===== src/sv/cri_pkg.sv =====
// Package for the card reader interface: item and result types, event codes,
// order bytes, mode-line and pulse bit positions.
// No dependencies.
package cri_pkg;

    // event codes carried in tuser
    typedef enum logic [2:0] {
        OP_COMMAND = 3'd0,
        OP_SEND    = 3'd1,
        OP_RETIRE  = 3'd2,
        OP_FEED    = 3'd3,
        OP_FREE    = 3'd4,
        OP_ERROR   = 3'd5
    } t_opcode;

    // known order bytes
    localparam logic [7:0] ORD_READ      = 8'h40;
    localparam logic [7:0] ORD_NORMAL1   = 8'h21;
    localparam logic [7:0] ORD_NORMAL2   = 8'h01;
    localparam logic [7:0] ORD_MIXED1    = 8'h24;
    localparam logic [7:0] ORD_MIXED2    = 8'h04;
    localparam logic [7:0] ORD_BYPASS    = 8'h20;
    localparam logic [7:0] ORD_BIN_A1    = 8'ha1;
    localparam logic [7:0] ORD_BIN_81    = 8'h81;
    localparam logic [7:0] ORD_BIN_A4    = 8'ha4;
    localparam logic [7:0] ORD_BIN_84    = 8'h84;
    localparam logic [7:0] ORD_BIN_BYP   = 8'ha0;
    localparam logic [7:0] ORD_BIN_AC    = 8'hac;
    localparam logic [7:0] ORD_STATUS    = 8'h44;
    localparam logic [7:0] ORD_RST_ERR   = 8'h47;
    localparam logic [7:0] ORD_REJECT    = 8'h48;
    localparam logic [7:0] ORD_OC        = 8'h0c;

    // mode line bit positions
    localparam int LINE_N1  = 0;
    localparam int LINE_N2  = 1;
    localparam int LINE_MI1 = 2;
    localparam int LINE_MI2 = 3;
    localparam int LINE_BYP = 4;

    // pulse bit positions
    localparam int PULSE_CMD    = 0;
    localparam int PULSE_CLOCK  = 1;
    localparam int PULSE_REJECT = 2;
    localparam int PULSE_FEED   = 3;
    localparam int PULSE_END    = 4;

    localparam int ANOMALY_OUT_BITS = 16;
    localparam int TDATA_IN_BITS    = 16;
    localparam int TDATA_OUT_BITS   = 48;

    typedef struct packed {
        logic [2:0] opcode;
        logic [7:0] command_byte;
        logic [7:0] data_byte;
        logic       end_flag;
    } t_item;

    typedef struct packed {
        logic                        char_strobe;
        logic [7:0]                  data_lines;
        logic                        end_of_card;
        logic                        reader_free;
        logic                        error_line;
        logic                        read_mode;
        logic                        mode_valid;
        logic [4:0]                  mode_lines;
        logic                        read_pending;
        logic [ANOMALY_OUT_BITS-1:0] anomaly_count;
        logic [4:0]                  pulses;
    } t_result;

    // true for the sixteen decoded order bytes
    function automatic logic order_known(input logic [7:0] c);
        logic k;
        k = 1'b0;
        unique case (c)
            ORD_READ, ORD_NORMAL1, ORD_NORMAL2, ORD_MIXED1, ORD_MIXED2, ORD_BYPASS,
            ORD_BIN_A1, ORD_BIN_81, ORD_BIN_A4, ORD_BIN_84, ORD_BIN_BYP, ORD_BIN_AC,
            ORD_STATUS, ORD_RST_ERR, ORD_REJECT, ORD_OC: k = 1'b1;
            default: k = 1'b0;
        endcase
        return k;
    endfunction

endpackage


===== src/sv/cri_in_stage.sv =====
// Input register of the card reader interface: holds one item until the
// state stage takes it. Depends on cri_pkg.
module cri_in_stage (
    input  logic           i_clk,
    input  logic           i_rst_n,
    input  logic           i_valid,
    input  cri_pkg::t_item i_item,
    output logic           o_ready,
    input  logic           i_take,
    output logic           o_valid,
    output cri_pkg::t_item o_item
);
    import cri_pkg::*;

    logic   r_valid;
    t_item  r_item;
    logic   n_valid;

    // register empties when taken, refills in the same cycle
    assign o_ready = !r_valid || i_take;
    assign n_valid = (i_valid && o_ready) || (r_valid && !i_take);

    always_ff @(posedge i_clk) begin
        if (!i_rst_n) begin
            r_valid <= 1'b0;
        end else begin
            r_valid <= n_valid;
        end
    end

    // payload load
    always_ff @(posedge i_clk) begin
        if (i_valid && o_ready) begin
            r_item <= i_item;
        end
    end

    assign o_valid = r_valid;
    assign o_item  = r_item;

endmodule


===== src/sv/cri_core.sv =====
// Reader line state and event decode of the card reader interface: updates
// the lines on each item and forms its result. Depends on cri_pkg.
module cri_core #(
    parameter int ANOMALY_BITS = 16
) (
    input  logic             i_clk,
    input  logic             i_rst_n,
    input  logic             i_fire,
    input  cri_pkg::t_item   i_item,
    input  logic             i_not_operable,
    output cri_pkg::t_result o_result
);
    import cri_pkg::*;

    logic                    r_strobe, n_strobe;
    logic [7:0]              r_data, n_data;
    logic                    r_end, n_end;
    logic                    r_free, n_free;
    logic                    r_error, n_error;
    logic                    r_mode, n_mode;
    logic                    r_mode_valid, n_mode_valid;
    logic [4:0]              r_lines, n_lines;
    logic                    r_pending, n_pending;
    logic [ANOMALY_BITS-1:0] r_anomaly, n_anomaly;
    logic [4:0]              pulses;
    logic [4:0]              sel_line;
    logic                    sel_binary;
    logic [31:0]             anomaly_ext;

    // mode-select decode of the order byte
    always_comb begin
        sel_line   = '0;
        sel_binary = 1'b0;
        unique case (i_item.command_byte)
            ORD_NORMAL1: sel_line[LINE_N1]  = 1'b1;
            ORD_NORMAL2: sel_line[LINE_N2]  = 1'b1;
            ORD_MIXED1:  sel_line[LINE_MI1] = 1'b1;
            ORD_MIXED2:  sel_line[LINE_MI2] = 1'b1;
            ORD_BYPASS, ORD_BIN_BYP: begin
                sel_line[LINE_BYP] = 1'b1;
                sel_binary         = 1'b1;
            end
            default: sel_line = '0;
        endcase
    end

    // next line state and pulses for one event
    always_comb begin
        n_strobe     = r_strobe;
        n_data       = r_data;
        n_end        = r_end;
        n_free       = r_free;
        n_error      = r_error;
        n_mode       = r_mode;
        n_mode_valid = r_mode_valid;
        n_lines      = r_lines;
        n_pending    = r_pending;
        n_anomaly    = r_anomaly;
        pulses       = '0;
        unique case (t_opcode'(i_item.opcode))
            OP_COMMAND: begin
                pulses[PULSE_CMD] = 1'b1;
                if (!order_known(i_item.command_byte)) begin
                    n_anomaly = r_anomaly + ANOMALY_BITS'(1);
                end
                n_lines = sel_line;
                if (sel_line != '0) begin
                    n_mode              = sel_binary;
                    n_mode_valid        = 1'b1;
                    pulses[PULSE_CLOCK] = 1'b1;
                end
                unique case (i_item.command_byte)
                    ORD_READ, ORD_NORMAL1, ORD_NORMAL2, ORD_MIXED1, ORD_MIXED2,
                    ORD_BYPASS: begin
                        n_end     = 1'b0;
                        n_pending = 1'b1;
                    end
                    ORD_RST_ERR: n_error = 1'b0;
                    ORD_REJECT:  pulses[PULSE_REJECT] = 1'b1;
                    default:     n_pending = r_pending;
                endcase
            end
            OP_SEND: begin
                n_strobe          = 1'b1;
                n_data            = i_item.data_byte;
                n_end             = i_item.end_flag;
                n_free            = 1'b0;
                pulses[PULSE_END] = i_item.end_flag;
            end
            OP_RETIRE: n_strobe = 1'b0;
            OP_FEED:   pulses[PULSE_FEED] = !i_not_operable;
            OP_FREE:   n_free = 1'b1;
            OP_ERROR:  n_error = 1'b1;
            default:   pulses = '0;
        endcase
    end

    // control state update on each taken item
    always_ff @(posedge i_clk) begin
        if (!i_rst_n) begin
            r_strobe     <= 1'b0;
            r_data       <= '0;
            r_end        <= 1'b0;
            r_free       <= 1'b0;
            r_error      <= 1'b0;
            r_mode       <= 1'b0;
            r_mode_valid <= 1'b0;
            r_lines      <= '0;
            r_pending    <= 1'b0;
            r_anomaly    <= '0;
        end else if (i_fire) begin
            r_strobe     <= n_strobe;
            r_data       <= n_data;
            r_end        <= n_end;
            r_free       <= n_free;
            r_error      <= n_error;
            r_mode       <= n_mode;
            r_mode_valid <= n_mode_valid;
            r_lines      <= n_lines;
            r_pending    <= n_pending;
            r_anomaly    <= n_anomaly;
        end
    end

    // result shows the lines after the event
    assign anomaly_ext = 32'(n_anomaly);

    always_comb begin
        o_result.char_strobe   = n_strobe;
        o_result.data_lines    = n_data;
        o_result.end_of_card   = n_end;
        o_result.reader_free   = n_free;
        o_result.error_line    = n_error;
        o_result.read_mode     = n_mode;
        o_result.mode_valid    = n_mode_valid;
        o_result.mode_lines    = n_lines;
        o_result.read_pending  = n_pending;
        o_result.anomaly_count = anomaly_ext[ANOMALY_OUT_BITS-1:0];
        o_result.pulses        = pulses;
    end

endmodule


===== src/sv/cri_out_stage.sv =====
// Result register of the card reader interface: packs a result into the
// master stream word and holds it until taken. Depends on cri_pkg.
module cri_out_stage (
    input  logic                                 i_clk,
    input  logic                                 i_rst_n,
    input  logic                                 i_load,
    input  cri_pkg::t_result                     i_result,
    output logic                                 o_room,
    output logic                                 o_valid,
    input  logic                                 i_ready,
    output logic [cri_pkg::TDATA_OUT_BITS-1:0]   o_data
);
    import cri_pkg::*;

    logic                      r_valid;
    logic [TDATA_OUT_BITS-1:0] r_data;
    logic [TDATA_OUT_BITS-1:0] n_data;

    // room when empty or the held item leaves this cycle
    assign o_room = !r_valid || i_ready;

    // field packing, first field in the low bits
    assign n_data = {7'b0, i_result.pulses, i_result.anomaly_count,
                     i_result.read_pending, i_result.mode_lines, i_result.mode_valid,
                     i_result.read_mode, i_result.error_line, i_result.reader_free,
                     i_result.end_of_card, i_result.data_lines, i_result.char_strobe};

    always_ff @(posedge i_clk) begin
        if (!i_rst_n) begin
            r_valid <= 1'b0;
        end else if (o_room) begin
            r_valid <= i_load;
        end
    end

    always_ff @(posedge i_clk) begin
        if (i_load && o_room) begin
            r_data <= n_data;
        end
    end

    assign o_valid = r_valid;
    assign o_data  = r_data;

endmodule


===== src/sv/card_reader_interface_unit.sv =====
// Card reader interface, top level. A result passes the input register, then the
// result register, before it is offered on the master stream. Throughput: one item
// per cycle while the master stream does not stall, set by the line state update.
// Reset (synchronous, active low) clears all reader lines, the mode latch,
// the anomaly counter and the not-operable register; both stages come up empty.
// Depends on cri_pkg, cri_in_stage, cri_core, cri_out_stage.
module card_reader_interface_unit #(
    parameter int ANOMALY_BITS = 16
) (
    input  logic                                 i_clk,
    input  logic                                 i_rst_n,
    // slave stream
    input  logic                                 s_axis_tvalid,
    output logic                                 s_axis_tready,
    input  logic [cri_pkg::TDATA_IN_BITS-1:0]    s_axis_tdata,  // command_byte, data_byte
    input  logic [2:0]                           s_axis_tuser,  // opcode
    input  logic                                 s_axis_tlast,  // end_flag
    // master stream
    output logic                                 m_axis_tvalid,
    input  logic                                 m_axis_tready,
    // char_strobe, data_lines, end_of_card, reader_free, error_line, read_mode,
    // mode_valid, mode_lines, read_pending, anomaly_count, pulses, zero fill
    output logic [cri_pkg::TDATA_OUT_BITS-1:0]   m_axis_tdata,
    // configuration write
    input  logic                                 i_cfg_valid,
    output logic                                 o_cfg_ready,
    input  logic                                 i_cfg_data     // not_operable
);
    import cri_pkg::*;

    t_item   in_item;
    t_item   st_item;
    t_result result;
    logic    st_valid;
    logic    out_room;
    logic    fire;
    logic    r_not_operable;

    // configuration register
    assign o_cfg_ready = 1'b1;

    always_ff @(posedge i_clk) begin
        if (!i_rst_n) begin
            r_not_operable <= 1'b0;
        end else if (i_cfg_valid) begin
            r_not_operable <= i_cfg_data;
        end
    end

    assign in_item.opcode       = s_axis_tuser;
    assign in_item.command_byte = s_axis_tdata[7:0];
    assign in_item.data_byte    = s_axis_tdata[15:8];
    assign in_item.end_flag     = s_axis_tlast;

    // held item moves on when the result register has room
    assign fire = st_valid && out_room;

    cri_in_stage u_in (
        .i_clk   (i_clk),
        .i_rst_n (i_rst_n),
        .i_valid (s_axis_tvalid),
        .i_item  (in_item),
        .o_ready (s_axis_tready),
        .i_take  (fire),
        .o_valid (st_valid),
        .o_item  (st_item)
    );

    cri_core #(
        .ANOMALY_BITS (ANOMALY_BITS)
    ) u_core (
        .i_clk          (i_clk),
        .i_rst_n        (i_rst_n),
        .i_fire         (fire),
        .i_item         (st_item),
        .i_not_operable (r_not_operable),
        .o_result       (result)
    );

    cri_out_stage u_out (
        .i_clk    (i_clk),
        .i_rst_n  (i_rst_n),
        .i_load   (st_valid),
        .i_result (result),
        .o_room   (out_room),
        .o_valid  (m_axis_tvalid),
        .i_ready  (m_axis_tready),
        .o_data   (m_axis_tdata)
    );

endmodule

===== config.mk =====
export PLATFORM = sky130hd
export DESIGN_NAME = card_reader_interface_unit
export DESIGN_NICKNAME = d
export VERILOG_FILES = /design/src/sv/cri_pkg.sv /design/src/sv/cri_in_stage.sv /design/src/sv/cri_core.sv /design/src/sv/cri_out_stage.sv /design/src/sv/card_reader_interface_unit.sv
export SDC_FILE = /design/constraint.sdc
export NUM_CORES = 1
export LEC_CHECK = 0
export BUFFER_PORTS_ARGS = -buffer_cell sky130_fd_sc_hd__buf_2
export CORE_MARGIN = 2
export CORE_UTILIZATION = 50
export DETAILED_ROUTE_END_ITERATION = 6
export PLACE_DENSITY = 0.75
export SYNTH_ARGS = -nofsm -noshare
export SYNTH_HDL_FRONTEND = slang
export SYNTH_SLANG_ARGS = --single-unit
export TNS_END_PERCENT = 10

===== constraint.sdc =====
create_clock -name i_clk -period 2.71 [get_ports i_clk]
set_input_delay 0.542 -clock i_clk [delete_from_list [all_inputs] [get_ports i_clk]]
set_output_delay 0.542 -clock i_clk [all_outputs]
set_load 0.01 [all_outputs]

==> results.toml, run 1 <==
[setup_path]
cp_data_required_time_ns = 3.01
worst_ep_arrival_time_ns = 2.89
reg2reg_setup_slack_ns = 0.12
crit_path_start_kind = "register"
critPathCaptureType = "register"
crit_type = "register to register"
crit_fanout = 20

[yosys]
synth-seq-cells = 100
dominant_combinational_cell_family_by_area_after_synthesis = "simple AND/OR/NAND/NOR gates"
post-synth-top-count-cell = "sky130_fd_sc_hd__edfxtp_1"
netlist_top_cells_count = "sky130_fd_sc_hd__edfxtp_1 (61), sky130_fd_sc_hd__nand2_1 (45), sky130_fd_sc_hd__dfxtp_1 (39)"
dominant_synthesized_flop_cell = "sky130_fd_sc_hd__edfxtp_1"
postSynthCellCount = 391
cells_taking_the_most_area_after_synthesis = "sky130_fd_sc_hd__edfxtp_1 (42%), sky130_fd_sc_hd__dfxtp_1 (18%), sky130_fd_sc_hd__a21oi_1 (4.0%)"
asyncSetResetFlopFracSynth = 0
synthSimpleGateAreaFrac = 0.189
synth_adder_area_share = 0.00285
complex_gate_fraction_of_the_synthesized_area = 0.0965
synth.distinct_cells = 53
yosys.area_share.xor_xnor = 0.0339
synthesis.area_mm2 = 0.00439
synth-edff-count = 61
synth_sequential_area_ratio = 0.595
post_synth.cell_area_avg_um2 = 11.2
total_of_warnings_raised_by_yosys = 0
synth_mux_area_frac = 0.0367
post-synth-top-area-fraction = 0.417
synthDominantAreaCellType = "sky130_fd_sc_hd__edfxtp_1"

[cells_and_area]
final_core_util = 0.586
area_growth_syn_to_layout_pct = 15.1
num_antenna_cells = 0
instances_no_fill = 576
num-fill-cells = 731
post_route_cells_drive_above_1_share = 0.259
nNetsFinal = 490

[global_routing]
grt.total_usage = 0.187
grt_pass1_wl_um = 14300
first_global_vias = 2977
total_global_routing_overflow = 0
antenna_violations_before_repair = 0
grt_max_degree = 34

[floorplanning]
boundaryPins = 77
placeableCoreArea_mm2 = 0.00864
die-height_um = 97.7
row_count = 34
start_util = 0.509
floorplan.die_area_mm2 = 0.00955
die_width_um = 97.7

[clocking]
clk_path_buf_depth = 2
ctsRootBufferMaster = "sky130_fd_sc_hd__clkbuf_8"
resized_gates_after_cts = 0
worst_skew_pair.late_latency_ns = 0.37
cts_setup_buffers = 0
tritoncts_num_sinks = 100
cts_buffers = 9
clkTransAtPathRegs_ns = 0.11
cts_tree = "yes"
cts.hold.buffers_added = 0
htree_num_levels = 3

[pwr]
powerDensity_mw_per_mm2 = 557
leakage_power_nw = 1.88
ir_worst_vdd_v = 0.000320
total_power_w = 0.00282

[routing]
drt_first_iter_violations = 169
drt.antenna.violating_nets = 0
drt-total-wl_um = 8810
vias = 3220
vias_per_cell = 5.59
detailedRoute.firstPassIterationCount = 4
post-route-drc-count = 0
route.detailed.wl_per_inst_um = 15.3

[timing]
final_max_slew_viol_count = 0
final_period_demand_of_the_worst_path_ns = 2.59
tightest_slew_ns = 0.944
timing.setup.tns_ns = 0
final_hold_viol_count = 0
clock-skew-final_ns = 0.0111
finalCritPeriodShare = 0.955
timing.fmax_mhz = 386
max_slew_headroom = 0.371
setup_viol = 0
unrepaired_setup_endpoints_after_global_routing = "no"

[min_path]
min_path_type = "primary input to register"

[placement]
gp_routability_congestion = 0.856
dp_hpwl_um = 6160
port-buffer-count = 68
numPlacedInstances = 559

[run_status]
status = "completed"

[flow_run]
cap_viol_max_count = 0
## state kept, by name (all words and copies together), names as in the netlist
name                 flops
u_core.r_data            8
u_core.r_lines           5
u_core.r_pending         1
u_core.r_mode_valid      1
r_not_operable           1
u_core.r_error           1
u_core.r_end             1
u_core.r_free            1
u_out.o_valid            1
u_in.o_valid             1
u_out.o_data            41
u_in.o_item             20
u_core.r_mode            1
u_core.r_strobe          1
u_core.r_anomaly        16
## placed cells by master, fill, tap and decap left out, types with 2 or more instances in the layout
| master | Yosys | layout |
|---|---|---|
| sky130_fd_sc_hd__a211oi_1 | 3 | 3 |
| sky130_fd_sc_hd__or4b_1 | 2 | 2 |
| sky130_fd_sc_hd__clkbuf_8 | 0 | 9 |
| sky130_fd_sc_hd__dfxtp_1 | 39 | 39 |
| sky130_fd_sc_hd__nor2_1 | 17 | 17 |
| sky130_fd_sc_hd__nor2b_1 | 4 | 4 |
| sky130_fd_sc_hd__nor4_1 | 13 | 13 |
| sky130_fd_sc_hd__and2_1 | 5 | 5 |
| sky130_fd_sc_hd__o31ai_1 | 11 | 11 |
| sky130_fd_sc_hd__o21ai_1 | 2 | 2 |
| sky130_fd_sc_hd__mux2_2 | 8 | 8 |
| sky130_fd_sc_hd__mux2i_1 | 6 | 6 |
| sky130_fd_sc_hd__and4_1 | 2 | 2 |
| sky130_fd_sc_hd__or4_1 | 11 | 11 |
| sky130_fd_sc_hd__or2_1 | 2 | 2 |
| sky130_fd_sc_hd__o211ai_1 | 3 | 3 |
| sky130_fd_sc_hd__buf_4 | 8 | 17 |
| sky130_fd_sc_hd__a21oi_1 | 35 | 35 |
| sky130_fd_sc_hd__xor2_1 | 13 | 13 |
| sky130_fd_sc_hd__nand2_1 | 45 | 45 |
| sky130_fd_sc_hd__nand2b_1 | 8 | 8 |
| sky130_fd_sc_hd__edfxtp_1 | 61 | 61 |
| sky130_fd_sc_hd__nand3b_1 | 2 | 2 |
| sky130_fd_sc_hd__nor3_1 | 5 | 5 |
| sky130_fd_sc_hd__nand3_1 | 8 | 8 |
| sky130_fd_sc_hd__or2_2 | 2 | 2 |
| sky130_fd_sc_hd__conb_1 | 2 | 8 |
| sky130_fd_sc_hd__inv_2 | 1 | 2 |
| sky130_fd_sc_hd__inv_6 | 0 | 2 |
| sky130_fd_sc_hd__nand4_1 | 4 | 4 |
| sky130_fd_sc_hd__nor4_2 | 4 | 4 |
| sky130_fd_sc_hd__or3_1 | 8 | 8 |
| sky130_fd_sc_hd__buf_2 | 4 | 68 |
| sky130_fd_sc_hd__inv_1 | 2 | 2 |
| sky130_fd_sc_hd__and3_1 | 2 | 2 |
| sky130_fd_sc_hd__xnor2_1 | 4 | 4 |
| sky130_fd_sc_hd__clkinvlp_4 | 0 | 2 |
| sky130_fd_sc_hd__o21ai_0 | 9 | 9 |
## critical path: stages (launching register included)
cell and delay, ns:
sky130_fd_sc_hd__edfxtp_1 0.54, sky130_fd_sc_hd__o311a_1 0.36, sky130_fd_sc_hd__or4_4 0.67, sky130_fd_sc_hd__buf_4 0.26
sky130_fd_sc_hd__or4_1 0.52, sky130_fd_sc_hd__a21oi_1 0.17
## cells by family after synthesis
family,count (synthesis)
adders and majority gates,1
AOI/OAI and AO/OA,70
other,2
DFF,100
xor gates and xnor gates,17
muxes,15
and+or+nand+nor,149
buffers and inverters,37
## per-layer routing
metal	up-vias	global-route usage	wire length, um
met2	93	0.309	4330
met4	0	0.0716	163
li1	1575	-	-
met1	1539	0.247	3920
met3	13	0.0351	402
met5	-	0	0
## through the flow
stage / hold WS (ns) / setup WS, ns / area [um2]
after floorplan: 0.429 / 0.0257 / 4420
after global placement: 0.439 / 0.164 / 4860
after detailed placement: 0.447 / 0.0825 / 4860
after CTS: 0.319 / 0.0555 / 5050
after global routing: 0.315 / 0.0442 / 5060
final: 0.332 / 0.122 / 5060
## area by class of cell
cell class              instances  area (um2)  share of cell area
clock buffers                   9         124              0.0245
clock inverters                 7        68.8              0.0136
inverters                       5        18.8             0.00371
multi-input cells             260        1610               0.318
flip-flops and latches        100        2610               0.516
well taps                     108         135              0.0267
repair buffers                 87         493              0.0974
## final timing paths
| path | startpoint | end | cells after the start |
|---|---|---|---|
| min reg2reg | u_core.r_data[7]$_SDFFE_PN0P_ | u_core.r_data[7]$_SDFFE_PN0P_ | 2 |
| max | u_in.o_item[14]$_DFFE_PP_ | u_core.r_anomaly[15]$_SDFFE_PN0P_ | 5 |
| max reg2reg | u_in.o_item[14]$_DFFE_PP_ | u_core.r_anomaly[15]$_SDFFE_PN0P_ | 5 |
| min | s_axis_tdata[15] | u_in.o_item[8]$_DFFE_PP_ | 1 |
## power breakdown
part	total, W	internal, W	switching [W]
Clock	0.000919	0.000356	0.000563
Combinational	0.000207	0.0000778	0.000129
Sequential	0.00169	0.00167	0.0000256
Total	0.00282	0.00210	0.000718
No activity file was read; power rests on OpenSTA's default activity.
==> run 2, diff against run 1 <==
--- a/config.mk
+++ b/config.mk
@@ -6,10 +6,11 @@
 export NUM_CORES = 1
 export LEC_CHECK = 0
 export BUFFER_PORTS_ARGS = -buffer_cell sky130_fd_sc_hd__buf_2
+export CORE_ASPECT_RATIO = 1.1
 export CORE_MARGIN = 2
-export CORE_UTILIZATION = 50
+export CORE_UTILIZATION = 40
 export DETAILED_ROUTE_END_ITERATION = 6
-export PLACE_DENSITY = 0.75
+export SETUP_SLACK_MARGIN = 0.4
 export SYNTH_ARGS = -nofsm -noshare
 export SYNTH_HDL_FRONTEND = slang
 export SYNTH_SLANG_ARGS = --single-unit
==> results.toml, run 2 (same netlist as run 1, synthesis figures left out) <==
[routing]
drt_first_iter_violations = 140
drt-total-wl_um = 9260
drt.antenna.violating_nets = 0
detailedRoute.firstPassIterationCount = 4
vias = 3221
post-route-drc-count = 0
route.detailed.wl_per_inst_um = 14.9
vias_per_cell = 5.18

[floorplanning]
start_util = 0.406
die-height_um = 114
boundaryPins = 77
die_width_um = 104
row_count = 40
floorplan.die_area_mm2 = 0.0118
placeableCoreArea_mm2 = 0.0108

[setup_path]
slowest_delay_ns = 0.57
path_buf_inv = 0
crit_fanout = 7
cpMaxStageDelayCell = "sky130_fd_sc_hd__or4_4"
r2r-start = "u_in.o_item[9]$_DFFE_PP_"
worst_r2r_path_depth = 5
worst_ep_arrival_time_ns = 2.55
r2r_endpoint = "u_out.o_data[21]$_DFFE_PP_"
crit_type = "register to register"
critPathCaptureType = "register"
timing.critical_path.cells = "o21ba_1 -> o2111a_1 -> or4_4 -> or3_4 -> mux2_1"
reg2reg_setup_slack_ns = 0.27
critPathLaunch = "u_in.o_item[9]$_DFFE_PP_"
cp_data_required_time_ns = 2.81
crit_path_start_kind = "register"
path_delay_family = "simple AND/OR/NAND/NOR gates"

[run_status]
status = "completed"

[global_routing]
grt.total_usage = 0.161
grt_pass1_wl_um = 14900
antenna_violations_before_repair = 0
grt_max_degree = 28
first_global_vias = 3039
total_global_routing_overflow = 0

[timing]
final_hold_viol_count = 0
timing.fmax_mhz = 409
tightest_slew_ns = 0.954
timing.setup.tns_ns = 0
unrepaired_setup_endpoints_after_global_routing = "yes"
max_slew_headroom = 0.364
final_max_slew_viol_count = 0
clock-skew-final_ns = 0.00780
finalCritPeriodShare = 0.902
setup_viol = 0
final_period_demand_of_the_worst_path_ns = 2.44

[clocking]
clk_path_buf_depth = 2
htree_num_levels = 3
clkTransAtPathRegs_ns = 0.07
ctsRootBufferMaster = "sky130_fd_sc_hd__clkbuf_16"
tritoncts_num_sinks = 100
worst_skew_pair.late_latency_ns = 0.35
cts.hold.buffers_added = 0
cts_buffers = 9
cts_tree = "yes"

[placement]
dp_hpwl_um = 6130
port-buffer-count = 68
gp_routability_congestion = 0.891

[cells_and_area]
post_route_cells_drive_above_1_share = 0.269
num_antenna_cells = 0
largest_register_ffs = 41
nNetsFinal = 497
layout_commonest_cell = "sky130_fd_sc_hd__buf_2"
multiInputGateArea_mm2 = 0.00161
area_growth_syn_to_layout_pct = 19.6
area.sequential_mm2 = 0.00261
num-fill-cells = 1032
mostFrequentLayoutCells = "sky130_fd_sc_hd__buf_2 (68), sky130_fd_sc_hd__edfxtp_1 (61), sky130_fd_sc_hd__nand2_1 (45), sky130_fd_sc_hd__dfxtp_1 (39), sky130_fd_sc_hd__a21oi_1 (35)"

[pwr]
ir_worst_vdd_v = 0.000310
leakage_power_nw = 1.96
powerDensity_mw_per_mm2 = 597
total_power_w = 0.00314

[min_path]
min_path_type = "primary input to register"
worstHoldEndpoint = "u_in.o_item[17]$_DFFE_PP_"
whs_path_depth = 1
min_from = "s_axis_tuser[0]"

[flow_run]
cap_viol_max_count = 0
## run 2: layout make-up
| class | instances | share of cell area |
|---|---|---|
| Clock buffer | 11 | 0.0462 |
| Clock inverter | 5 | 0.00786 |
| Inverter | 5 | 0.00357 |
| Multi-Input combinational cell | 260 | 0.307 |
| Sequential cell | 100 | 0.497 |
| Tap cell | 147 | 0.0350 |
| Timing Repair Buffer | 94 | 0.103 |
## run 2: timing repair
action                     CTS  global route
setup buffers                7             1
setup endpoints to repair   28            32
gates resized for setup      3             0
pin swaps                    1             1
## run 2: worst max path at each step
stage,endpoint,cells past startpoint,slack (ns)
after CTS,u_out.o_data[21]$_DFFE_PP_,5,0.29
after detailed placement,u_core.r_anomaly[12]$_SDFFE_PN0P_,6,0.22
after global placement,u_out.o_data[21]$_DFFE_PP_,5,0.26
after global routing,u_core.r_anomaly[4]$_SDFFE_PN0P_,8,0.18
after floorplan,u_out.o_data[21]$_DFFE_PP_,6,0.23
final,u_out.o_data[21]$_DFFE_PP_,5,0.27
## run 2: report_power, final
part           switching, W  internal, W  leakage (nW)
Clock              0.000572     0.000659         0.141
Sequential        0.0000266      0.00167         0.890
Combinational      0.000130    0.0000825         0.933
Total              0.000729      0.00241          1.96
## run 2: metal layers
layer | up-vias | track usage | wire length (um)
met1 | 1550 | 0.197 | 4060
met4 | 0 | 0.0721 | 199
met3 | 14 | 0.0446 | 434
met5 | - | 0 | 0
met2 | 73 | 0.269 | 4560
li1 | 1584 | - | -
## run 2: per-stage QoR
step / setup slack, ns / hold WS, ns / util / cell area, um2 / cells
3_5_place_dp: 0.220 / 0.449 / 0.453 / 4900 / 598
3_3_place_gp: 0.258 / 0.439 / 0.453 / 4900 / 598
4_1_cts: 0.289 / 0.352 / 0.485 / 5250 / 621
5_1_grt: 0.182 / 0.345 / 0.486 / 5260 / 622
2_1_floorplan: 0.225 / 0.429 / - / 4420 / 397
6_report: 0.267 / 0.364 / 0.486 / 5260 / 622
==> run 3, diff against run 2 <==
--- a/config.mk
+++ b/config.mk
@@ -10,7 +10,6 @@
 export CORE_MARGIN = 2
 export CORE_UTILIZATION = 40
 export DETAILED_ROUTE_END_ITERATION = 6
-export SETUP_SLACK_MARGIN = 0.4
 export SYNTH_ARGS = -nofsm -noshare
 export SYNTH_HDL_FRONTEND = slang
 export SYNTH_SLANG_ARGS = --single-unit
==> results.toml, run 3 (same netlist as run 1, synthesis figures left out) <==
[min_path]
min_from = "s_axis_tlast"
min_path_type = "primary input to register"

[floorplanning]
die-height_um = 114
row_count = 40
die_width_um = 104
start_util = 0.406
boundaryPins = 77
floorplan.die_area_mm2 = 0.0118
placeableCoreArea_mm2 = 0.0108

[clocking]
cts_tree = "yes"
cts.hold.buffers_added = 0
worst_skew_pair.late_latency_ns = 0.34
tritoncts_num_sinks = 100
clkTransAtPathRegs_ns = 0.07
clk_path_buf_depth = 2
cts_setup_buffers = 0
cts_buffers = 9
resized_gates_after_cts = 0
htree_num_levels = 3
ctsRootBufferMaster = "sky130_fd_sc_hd__clkbuf_16"

[setup_path]
crit_fanout = 15
cp_data_required_time_ns = 2.81
critPathCaptureType = "register"
r2r-start = "u_in.o_item[12]$_DFFE_PP_"
worst_ep_arrival_time_ns = 2.66
crit_path_start_kind = "register"
critPathLaunch = "u_in.o_item[12]$_DFFE_PP_"
crit_type = "register to register"

[routing]
drt-total-wl_um = 8950
drt_first_iter_violations = 133
route.detailed.wl_per_inst_um = 14.5
drt.antenna.violating_nets = 0
highest_layer = "met4"
post-route-drc-count = 0
met2_length_um = 4300
vias_per_cell = 5.18
detailedRoute.firstPassIterationCount = 4
vias = 3209
met3RoutedLength_um = 396
wl_met1_um = 3940

[timing]
setup_viol = 0
unrepaired_setup_endpoints_after_global_routing = "no"
finalCritPeriodShare = 0.946
final_max_slew_viol_count = 0
timing.fmax_mhz = 390
timing.setup.tns_ns = 0
tightest_slew_ns = 0.943
clock-skew-final_ns = 0.00872
max_slew_headroom = 0.371
final_hold_viol_count = 0
final_period_demand_of_the_worst_path_ns = 2.56

[placement]
gp_routability_congestion = 0.895
dp_hpwl_um = 6300
numPlacedInstances = 603
port-buffer-count = 68
detailed_place.area_mm2 = 0.00494

[flow_run]
cap_viol_max_count = 0

[cells_and_area]
mostFrequentLayoutCells = "sky130_fd_sc_hd__buf_2 (68), sky130_fd_sc_hd__edfxtp_1 (61), sky130_fd_sc_hd__nand2_1 (45), sky130_fd_sc_hd__dfxtp_1 (39), sky130_fd_sc_hd__a21oi_1 (35)"
nNetsFinal = 494
post_route_cells_drive_above_1_share = 0.261
area_growth_syn_to_layout_pct = 19.0
num-fill-cells = 1013
stdcell_area_mm2 = 0.00523
layout_commonest_cell = "sky130_fd_sc_hd__buf_2"
instances_no_fill = 619
largest_register_ffs = 41
num_antenna_cells = 0

[pwr]
leakage_power_nw = 1.94
ir_worst_vdd_v = 0.000342
total_power_w = 0.00313
powerDensity_mw_per_mm2 = 599

[run_status]
status = "completed"

[global_routing]
antenna_violations_before_repair = 0
first_global_vias = 3104
grt_pass1_wl_um = 15000
grt_max_degree = 24
total_global_routing_overflow = 0
grt.total_usage = 0.160
run 3: final timing paths:
| check | endpoint | slack [ns] | cells after the start |
|---|---|---|---|
| worst min register to register | u_core.r_data[3]$_SDFFE_PN0P_ | 0.45 | 2 |
| worst max register to register | u_out.o_data[21]$_DFFE_PP_ | 0.15 | 5 |
| worst max-delay path | u_out.o_data[21]$_DFFE_PP_ | 0.15 | 5 |
| worst min-delay path | u_in.o_item[0]$_DFFE_PP_ | 0.37 | 1 |
run 3: report_power, final:
| part | switching [W] | total (W) | internal, W | leakage [nW] |
|---|---|---|---|---|
| combinational | 0.000127 | 0.000206 | 0.0000782 | 0.912 |
| clock | 0.000527 | 0.00123 | 0.000702 | 0.137 |
| sequential | 0.0000268 | 0.00170 | 0.00167 | 0.890 |
run 3: cell type report:
cell class	instances	area [um2]	area share
inverters	5	18.8	0.00359
clock buffers	13	272	0.0519
multi-input cells	260	1610	0.308
flip-flops and latches	100	2610	0.500
repair buffers	91	513	0.0981
well taps	147	184	0.0352
clock inverters	3	20.0	0.00383
run 3: through the flow:
step	hold slack, ns	worst slack (ns)	util
2_1_floorplan	0.429	0.0257	-
3_3_place_gp	0.440	0.221	0.457
3_5_place_dp	0.445	0.175	0.457
4_1_cts	0.359	0.170	0.484
5_1_grt	0.359	0.0580	0.484
6_report	0.371	0.147	0.484
run 3: metal layers:
metal  up-vias  GRT usage
li1       1577          -
met1      1517      0.198
met2        93      0.259
met3        22     0.0303
met4         0      0.106
met5         -          0
run 3: worst max-delay path: stages, from the launching register on:
cell                       delay (ns)
sky130_fd_sc_hd__edfxtp_1        0.53
sky130_fd_sc_hd__o21ba_1         0.20
sky130_fd_sc_hd__o2111a_1        0.24
sky130_fd_sc_hd__or4_4           0.63
sky130_fd_sc_hd__or3_1           0.41
sky130_fd_sc_hd__mux2_1          0.32
